## src/rtl/cpr_pkg.sv

```systemverilog
// shared types and constants for the character printer register device
// no dependencies; imported by cpr_core and char_printer_register_device
`default_nettype none

package cpr_pkg;

  localparam int unsigned DataWidth   = 32;
  localparam int unsigned OffsetWidth = 8;
  localparam int unsigned SizeWidth   = 4;
  localparam int unsigned CharWidth   = 8;
  localparam int unsigned DelayWidth  = 16;
  localparam int unsigned SlotWidth   = OffsetWidth - 2;
  localparam int unsigned PaddrWidth  = 3;

  localparam logic [DelayWidth-1:0] DelayReset = DelayWidth'(10);
  localparam logic [SizeWidth-1:0]  SizeWord   = SizeWidth'(4);
  localparam logic [DataWidth-1:0]  CmdPrint   = DataWidth'(2);
  localparam logic [DataWidth-1:0]  ReadInvalid = '1;

  // register slots (word offsets)
  localparam logic [SlotWidth-1:0] SlotStatus  = SlotWidth'(0);
  localparam logic [SlotWidth-1:0] SlotCommand = SlotWidth'(1);
  localparam logic [SlotWidth-1:0] SlotData    = SlotWidth'(2);

  // configuration register index
  localparam logic CfgPrintDelay = 1'b0;

  typedef enum logic [1:0] {
    OP_READ  = 2'd0,
    OP_WRITE = 2'd1,
    OP_TICK  = 2'd2,
    OP_NONE  = 2'd3
  } opcode_e;

  typedef enum logic [2:0] {
    ST_READY = 3'd1,
    ST_BUSY  = 3'd3,
    ST_ERROR = 3'd4
  } status_e;

  typedef struct packed {
    logic [1:0]             opcode;
    logic [OffsetWidth-1:0] offset;
    logic [SizeWidth-1:0]   access_size;
    logic [DataWidth-1:0]   write_data;
  } item_t;

  typedef struct packed {
    logic [DataWidth-1:0] read_data;
    logic                 print_valid;
    logic [CharWidth-1:0] print_char;
  } result_t;

endpackage

`default_nettype wire

```

## src/rtl/char_printer_register_device.sv

```systemverilog
// top level of the character printer register device: transfer stages and apb port
// depends on cpr_pkg and cpr_core
`default_nettype none

// Character printer register device. Each input transfer is a bus read, a bus
// write or a time tick against three 32-bit registers: status at byte offset 0
// (ready 1, busy 3, error 4), command at 4 and data at 8. Writing command 2
// latches the data byte and starts a countdown of print_delay ticks; on expiry
// the byte comes out with print_valid set, the data register clears and the
// status returns to ready. Every input transfer gives exactly one result
// transfer. One transfer is taken every cycle while the output is not stalled;
// each transfer passes through the input register and then the result register,
// with the register update done in the step between them.
// print_delay is written through the apb port at byte address 0 (reset 10).
module char_printer_register_device (
  input  logic                               clk_i,
  input  logic                               rst_ni,
  // input channel
  input  logic                               in_valid_i,
  output logic                               in_stall_o,
  input  logic [1:0]                         opcode_i,
  input  logic [cpr_pkg::OffsetWidth-1:0]    offset_i,
  input  logic [cpr_pkg::SizeWidth-1:0]      access_size_i,
  input  logic [cpr_pkg::DataWidth-1:0]      write_data_i,
  // result channel
  output logic                               out_valid_o,
  input  logic                               out_stall_i,
  output logic [cpr_pkg::DataWidth-1:0]      read_data_o,
  output logic                               print_valid_o,
  output logic [cpr_pkg::CharWidth-1:0]      print_char_o,
  // configuration port
  input  logic                               psel,
  input  logic                               penable,
  input  logic                               pwrite,
  input  logic [cpr_pkg::PaddrWidth-1:0]     paddr,
  input  logic [31:0]                        pwdata,
  output logic [31:0]                        prdata,
  output logic                               pready
);
  import cpr_pkg::*;

  // input register
  logic    in_valid_q;
  item_t   item_q;
  // result register
  logic    out_valid_q;
  result_t result_q;
  result_t result_d;

  logic [DelayWidth-1:0] delay_q;

  logic out_free;
  logic advance;
  logic in_take;
  logic cfg_write;
  logic cfg_hit;

  // result register can take a new value when empty or being drained
  assign out_free   = !out_valid_q || !out_stall_i;
  assign advance    = in_valid_q && out_free;
  // input register frees when its content moves on
  assign in_stall_o = in_valid_q && !out_free;
  assign in_take    = in_valid_i && !in_stall_o;

  always_ff @(posedge clk_i or negedge rst_ni) begin
    if (!rst_ni) begin
      in_valid_q <= 1'b0;
    end else if (in_take || advance) begin
      in_valid_q <= in_take;
    end
  end

  always_ff @(posedge clk_i) begin
    if (in_take) begin
      item_q.opcode      <= opcode_i;
      item_q.offset      <= offset_i;
      item_q.access_size <= access_size_i;
      item_q.write_data  <= write_data_i;
    end
  end

  // register state and per-transfer logic, stepped as the item moves on
  cpr_core u_core (
    .clk_i         (clk_i),
    .rst_ni        (rst_ni),
    .step_i        (advance),
    .item_i        (item_q),
    .print_delay_i (delay_q),
    .result_o      (result_d)
  );

  always_ff @(posedge clk_i or negedge rst_ni) begin
    if (!rst_ni) begin
      out_valid_q <= 1'b0;
    end else if (out_free) begin
      out_valid_q <= advance;
    end
  end

  always_ff @(posedge clk_i) begin
    if (advance) begin
      result_q <= result_d;
    end
  end

  assign out_valid_o   = out_valid_q;
  assign read_data_o   = result_q.read_data;
  assign print_valid_o = result_q.print_valid;
  assign print_char_o  = result_q.print_char;

  // apb configuration: single register, no wait states
  assign pready    = 1'b1;
  assign cfg_hit   = (paddr[2] == CfgPrintDelay);
  assign cfg_write = psel && penable && pwrite && cfg_hit;
  assign prdata    = cfg_hit ? 32'(delay_q) : '0;

  always_ff @(posedge clk_i or negedge rst_ni) begin
    if (!rst_ni) begin
      delay_q <= DelayReset;
    end else if (cfg_write) begin
      delay_q <= pwdata[DelayWidth-1:0];
    end
  end

endmodule

`default_nettype wire

```

## src/rtl/cpr_core.sv

```systemverilog
// device registers and the per-transfer decode, read, write and tick logic
// depends on cpr_pkg
`default_nettype none

module cpr_core (
  input  logic                            clk_i,
  input  logic                            rst_ni,
  input  logic                            step_i,
  input  cpr_pkg::item_t                  item_i,
  input  logic [cpr_pkg::DelayWidth-1:0]  print_delay_i,
  output cpr_pkg::result_t                result_o
);
  import cpr_pkg::*;

  status_e               status_q, status_d;
  logic [DataWidth-1:0]  command_q, command_d;
  logic [DataWidth-1:0]  data_q, data_d;
  logic [DelayWidth-1:0] count_q, count_d;
  logic [CharWidth-1:0]  pending_q, pending_d;

  logic [SlotWidth-1:0] slot;
  logic                 size_ok;
  logic                 busy;

  assign slot    = item_i.offset[OffsetWidth-1:2];
  assign size_ok = (item_i.access_size == SizeWord);
  assign busy    = (status_q == ST_BUSY);

  always_comb begin
    status_d  = status_q;
    command_d = command_q;
    data_d    = data_q;
    count_d   = count_q;
    pending_d = pending_q;
    result_o  = '0;
    case (opcode_e'(item_i.opcode))
      OP_READ: begin
        if (!size_ok || slot > SlotData) begin
          result_o.read_data = ReadInvalid;
        end else if (slot == SlotStatus) begin
          result_o.read_data = DataWidth'(status_q);
        end else if (slot == SlotCommand) begin
          result_o.read_data = command_q;
        end else begin
          result_o.read_data = data_q;
        end
      end
      OP_WRITE: begin
        if (size_ok && !busy) begin
          if (slot == SlotData) begin
            data_d = item_i.write_data;
          end else if (slot == SlotCommand) begin
            command_d = item_i.write_data;
            if (item_i.write_data == CmdPrint) begin
              pending_d = data_q[CharWidth-1:0];
              status_d  = ST_BUSY;
              count_d   = print_delay_i;
            end else begin
              status_d = ST_ERROR;
            end
          end
        end
      end
      OP_TICK: begin
        if (busy) begin
          if (count_q <= DelayWidth'(1)) begin
            count_d              = '0;
            result_o.print_valid = 1'b1;
            result_o.print_char  = pending_q;
            data_d               = '0;
            status_d             = ST_READY;
          end else begin
            count_d = count_q - DelayWidth'(1);
          end
        end
      end
      default: begin
      end
    endcase
  end

  always_ff @(posedge clk_i or negedge rst_ni) begin
    if (!rst_ni) begin
      status_q  <= ST_READY;
      command_q <= '0;
      data_q    <= '0;
      count_q   <= '0;
      pending_q <= '0;
    end else if (step_i) begin
      status_q  <= status_d;
      command_q <= command_d;
      data_q    <= data_d;
      count_q   <= count_d;
      pending_q <= pending_d;
    end
  end

endmodule

`default_nettype wire
```

## config.mk

```make
export PLATFORM = sky130hd
export DESIGN_NAME = char_printer_register_device
export DESIGN_NICKNAME = d
export VERILOG_FILES = /design/src/rtl/cpr_pkg.sv /design/src/rtl/char_printer_register_device.sv /design/src/rtl/cpr_core.sv
export SDC_FILE = /design/constraint.sdc
export NUM_CORES = 1
export LEC_CHECK = 0
export BUFFER_PORTS_ARGS = -buffer_cell sky130_fd_sc_hd__buf_4
export CAP_MARGIN = 20
export CORE_MARGIN = 1.5
export CORE_UTILIZATION = 41
export DETAILED_ROUTE_END_ITERATION = 8
export PLACE_DENSITY = 0.7
export SYNTH_ARGS = -nofsm -noshare
export SYNTH_HDL_FRONTEND = slang
export SYNTH_HIERARCHICAL = 1
export SYNTH_SLANG_ARGS = --single-unit
```

## constraint.sdc

```tcl
create_clock -name clk_i -period 8.3 [get_ports clk_i]
set_input_delay 2.49 -clock clk_i [delete_from_list [all_inputs] [get_ports clk_i]]
set_output_delay 2.49 -clock clk_i [all_outputs]
set_load 0.02 [all_outputs]
```

After elaboration in Yosys (flattened, before gate mapping)
Cells that the tools add are included.

$add $sub $neg: 1. Magnitude comparators: 2. Equality and inequality tests: 14. Mux-type cells: 24. Bitwise logic cells: 2. Reduce and logical (&&, ||, !) cells: 26.

Operators with widths (number): 32-bit two-way mux (7); 16-bit two-way mux (7); 32-bit one-hot mux with 2 select lines (1); 32-bit by 2-bit equality test with 1-bit output, second input constant (1); 16-bit one-hot mux with 2 select lines (1); 3-bit two-way mux (6); 16-bit by 1-bit <= comparator with 1-bit output, second input constant (1); 16-bit by 1-bit subtractor with 16-bit output, second input constant (1); 7-bit AND reduction (2); 2-bit by 1-bit inequality test with 1-bit output, second input constant (6); 6-bit AND reduction (2); 9-bit two-way mux (1); 1-bit logical AND (7); 6-bit by 1-bit equality test with 1-bit output, second input constant (1); 6-bit by 2-bit equality test with 1-bit output, second input constant (1); 6-bit by 2-bit > comparator with 1-bit output, second input constant (1); 1-bit logical NOT (6); 6-bit logical NOT (1); 3-bit one-hot mux with 2 select lines (1); 5-bit AND reduction (1); 4-bit by 3-bit equality test with 1-bit output, second input constant (1); 3-bit by 2-bit equality test with 1-bit output, second input constant (1); 1-bit logical OR (3); 3-bit AND reduction (1); other kinds (7) (8).

Register bits after elaboration: 196. Input port bits: 88. Output and inout bits: 76. Word-level logic and storage cells: 84.

Depth between registers and ports, before layout
Depth in word-level cells: 7. Gate-level depth with buffers: 8. Depth with buffers taken out: 7.

By module
Netlist, hierarchy kept.

By module, submodules not included: cpr_core (instances 1, cells each 536, area an instance 5137.4 um^2, sequential area each 2278.4 um^2); char_printer_register_device (instances 1, cells each 165, area an instance 3601.0 um^2, sequential area each 3065.4 um^2).

Worst setup path before layout
OpenSTA, ideal clock, no wires.

Path kind: input -> register. Start: input out_stall_i. End: register u_core.count_q[1]. Setup time: 127 ps. Data arrival time: 7478 ps. Required time: 8173 ps. Path slack: 694 ps. Stages on the path: 4. Path buffers: 0. Cell sequence: a21boi_0 -> nand3_1 -> o21ai_1 -> mux2_1.

Word-level cells in the longest chain between the ends: 4.

RTL lines: start: declaration (line char_printer_register_device.sv:27) `input logic out_stall_i,`; 1-bit logical NOT (line char_printer_register_device.sv:59) `assign out_free = !out_valid_q || !out_stall_i;`; 1-bit logical OR (line char_printer_register_device.sv:59); 1-bit logical AND (line char_printer_register_device.sv:60) `assign advance = in_valid_q && out_free;`; 7-bit AND reduction (no line); end signal: assignment (line cpr_core.sv:93) `count_q <= count_d;`; end: declaration (line cpr_core.sv:18) `logic [DelayWidth-1:0] count_q, count_d;`.

No other way between the ends. A chain may end at the register's enable or synchronous reset.

Final worst setup path
Start: input paddr[2] (netlist name). End: output prdata[1].

Word-level cells in the longest chain between the ends: 1.

RTL lines: start: declaration (line char_printer_register_device.sv:35) `input logic [cpr_pkg::PaddrWidth-1:0] paddr,`; 16-bit two-way mux (line char_printer_register_device.sv:115) `assign prdata = cfg_hit ? 32'(delay_q) : '0;`; end: declaration (line char_printer_register_device.sv:37) `output logic [31:0] prdata,`.

No other way between the ends.

==> impl_metrics.csv <==
group,metric,value,unit
outcome,status,"finished clean",
cts,cts_hold_buf,0,
global_route,grt_pass1_vias,5650,
run,drv_cap,0,
cts,cts.sinks,194,
floorplanning,row_count,53,
timing,slew_headroom,0.385,
power_and_ir_drop,vdd_drop_max,0.133,mV
timing,setup_viol,0,
logic_synthesis,syn_area_per_cell,12.4,µm²
critical_path,cp-end-kind,"primary output",
logic_synthesis,netlist_area,0.00868,mm²
global_route,antenna_found_initial,0,
global_route,grt_usage,0.182,
timing,slew_viol_final,0,
critical_path,worstPathRequired,5.81,ns
floorplanning,core-area,0.0209,mm²
cts,clock_path_buffers,2,
logic_synthesis,ys.warnings.count,6,
finish,fillers,1858,
timing,tightestPinTransition,0.923,ns
critical_path,crit_type,"in -> out",
place,dp_hpwl,11.9,mm
finish,num_antenna_cells,0,
routing,via_per_inst,5.30,
floorplanning,dieArea,0.0220,mm²
routing,drt.antenna.violating_nets,0,
routing,wire_per_inst,17.7,µm
routing,wl,19.4,mm
global_route,use_met3,0.0393,
place,gp_congestion,0.860,
timing,final.setup_skew,0.0119,ns
critical_path,crit_start,"paddr[2]",
routing,remaining_drc_errors,0,
routing,drt_iter0_drc,344,
floorplanning,pin_count,164,
finish,layout-drive-gt1-share,0.290,
cts,numCtsBuffers,17,
global_route,grt_max_degree,72,
routing,firstDrtPassIters,9,
finish,multi_input_area,0.00297,mm²
floorplanning,die-height,148,µm
timing,rsz0062_at_grt,"no",
cts,post_cts_resized,0,
cts,cts.htree.levels,4,
routing,vias,5819,
global_route,met2_usage,0.279,
floorplanning,initial_utilization,0.415,
cts,cts-root-buf,"clkbuf_16",
cts,clk_latency,0.43,ns
critical_path,arrival,3.03,ns
power_and_ir_drop,p_leak,4.62,nW
global_route,grt_pass1_wl,30.8,mm
min_path,hp-start,"u_core/status_q[0]",
logic_synthesis,synthCells,699,
cts,cts_setup_buffers,0,
power_and_ir_drop,p_total,2.15,mW
min_path,min_path_type,"reg -> reg",
power_and_ir_drop,power_density,208,mW/mm²
global_route,grt.busiest_layer,"met2",
global_route,gr-usage-met1,0.256,
cts,cts_tree,"done",
timing,fin_crit,5.52,ns
cts,cts.clk_slew.worst_paths,0.07,ns
floorplanning,fp.dieW,148,µm
place,port_buffers,126,
critical_path,rr_startpoint,"item_q[27]",
finish,layout.nets,900,
timing,finalCritPeriodShare,0.665,
finish,regArea,0.00528,mm²
critical_path,startpoint_type,"input pin",
global_route,grt-ovfl-total,0,
timing,hold_viol,0,
timing,fmax,181,MHz
critical_path,critPathMaxFanout,17,
timing,timing.setup.tns,0,ns
finish,area_growth,19.4,%
where the power goes:
group | internal (mW) | total (mW) | switching [mW]
Combinational | 0.106 | 0.239 | 0.133
Sequential | 1.07 | 1.10 | 0.0363
Clock | 0.460 | 0.810 | 0.350
layer usage:
metal  up-vias  routed length (µm)  part of all wire
li1       2733                   -                 -
met1      2867                8960              0.46
met2       188                9000              0.46
met3        31                1060             0.054
met4         0                 372             0.019
met5         -                   0                 0
registers in the layout (all words and copies together) (netlist names):
signal	flops
print_char_o	8
out_valid_o	1
u_core/count_q	16
u_core/status_q	3
u_core/command_q	32
read_data_o	32
delay_q	16
in_valid_q	1
print_valid_o	1
u_core/pending_q	8
item_q	44
u_core/data_q	32
path summary, 6_finish.rpt:
path,endpoint,slack (ns),cells past startpoint
min in group asynchronous,u_core/command_q[14],2.03,1
min reg2reg,u_core/status_q[0],0.47,2
max,prdata[1],2.78,3
min,u_core/status_q[0],0.47,2
max reg2reg,u_core/count_q[1],5.15,5
max in group asynchronous,delay_q[2],4.94,2
metrics by stage:
stage / instances / worst slack (ns) / cell area (µm²) / hold WS (ns) / utilization
after detailed placement: 1064 / 2.77 / 9760 / 0.461 / 0.467
after global placement: 1064 / 2.78 / 9760 / 0.455 / 0.467
after CTS: 1096 / 2.76 / 10300 / 0.471 / 0.495
final: 1098 / 2.78 / 10400 / 0.469 / 0.496
after floorplan: 714 / 0.694 / 8730 / 0.443 / -
after global routing: 1098 / 2.73 / 10400 / 0.517 / 0.496
critical path, cell delays in order:
cell and delay (ns):
buf_4 0.18, and2b_1 0.21, buf_4 0.15
placed cells by master (no fill, tap or decap), drive strengths merged, types with 3 or more instances in the layout:
cell type and n:
edfxtp 85, o21a 3, nand2b 3, o21ai 28, or2 3, conb 17
inv 40, a31oi 31, o211ai 21, a22oi 7, or4 6, mux2 50
nor2b 13, nand2 78, buf 137, mux2i 36, nor2 8, dfstp 3
clkinv 4, a32oi 3, nor4 13, clkbuf 23, and2b 6, a21oi 8
and2 9, dfrtp 106, nor3 6, nand3 37, or3 3
cell type report:
cell class / instances / share of cell area
Sequential cell: 194 / 0.510
Multi-Input combinational cell: 421 / 0.287
Timing Repair Buffer: 137 / 0.100
Clock buffer: 23 / 0.0452
Tap cell: 275 / 0.0332
Inverter: 39 / 0.0141
Clock inverter: 9 / 0.0104
Note: power is estimated with default switching activity, not from simulation.
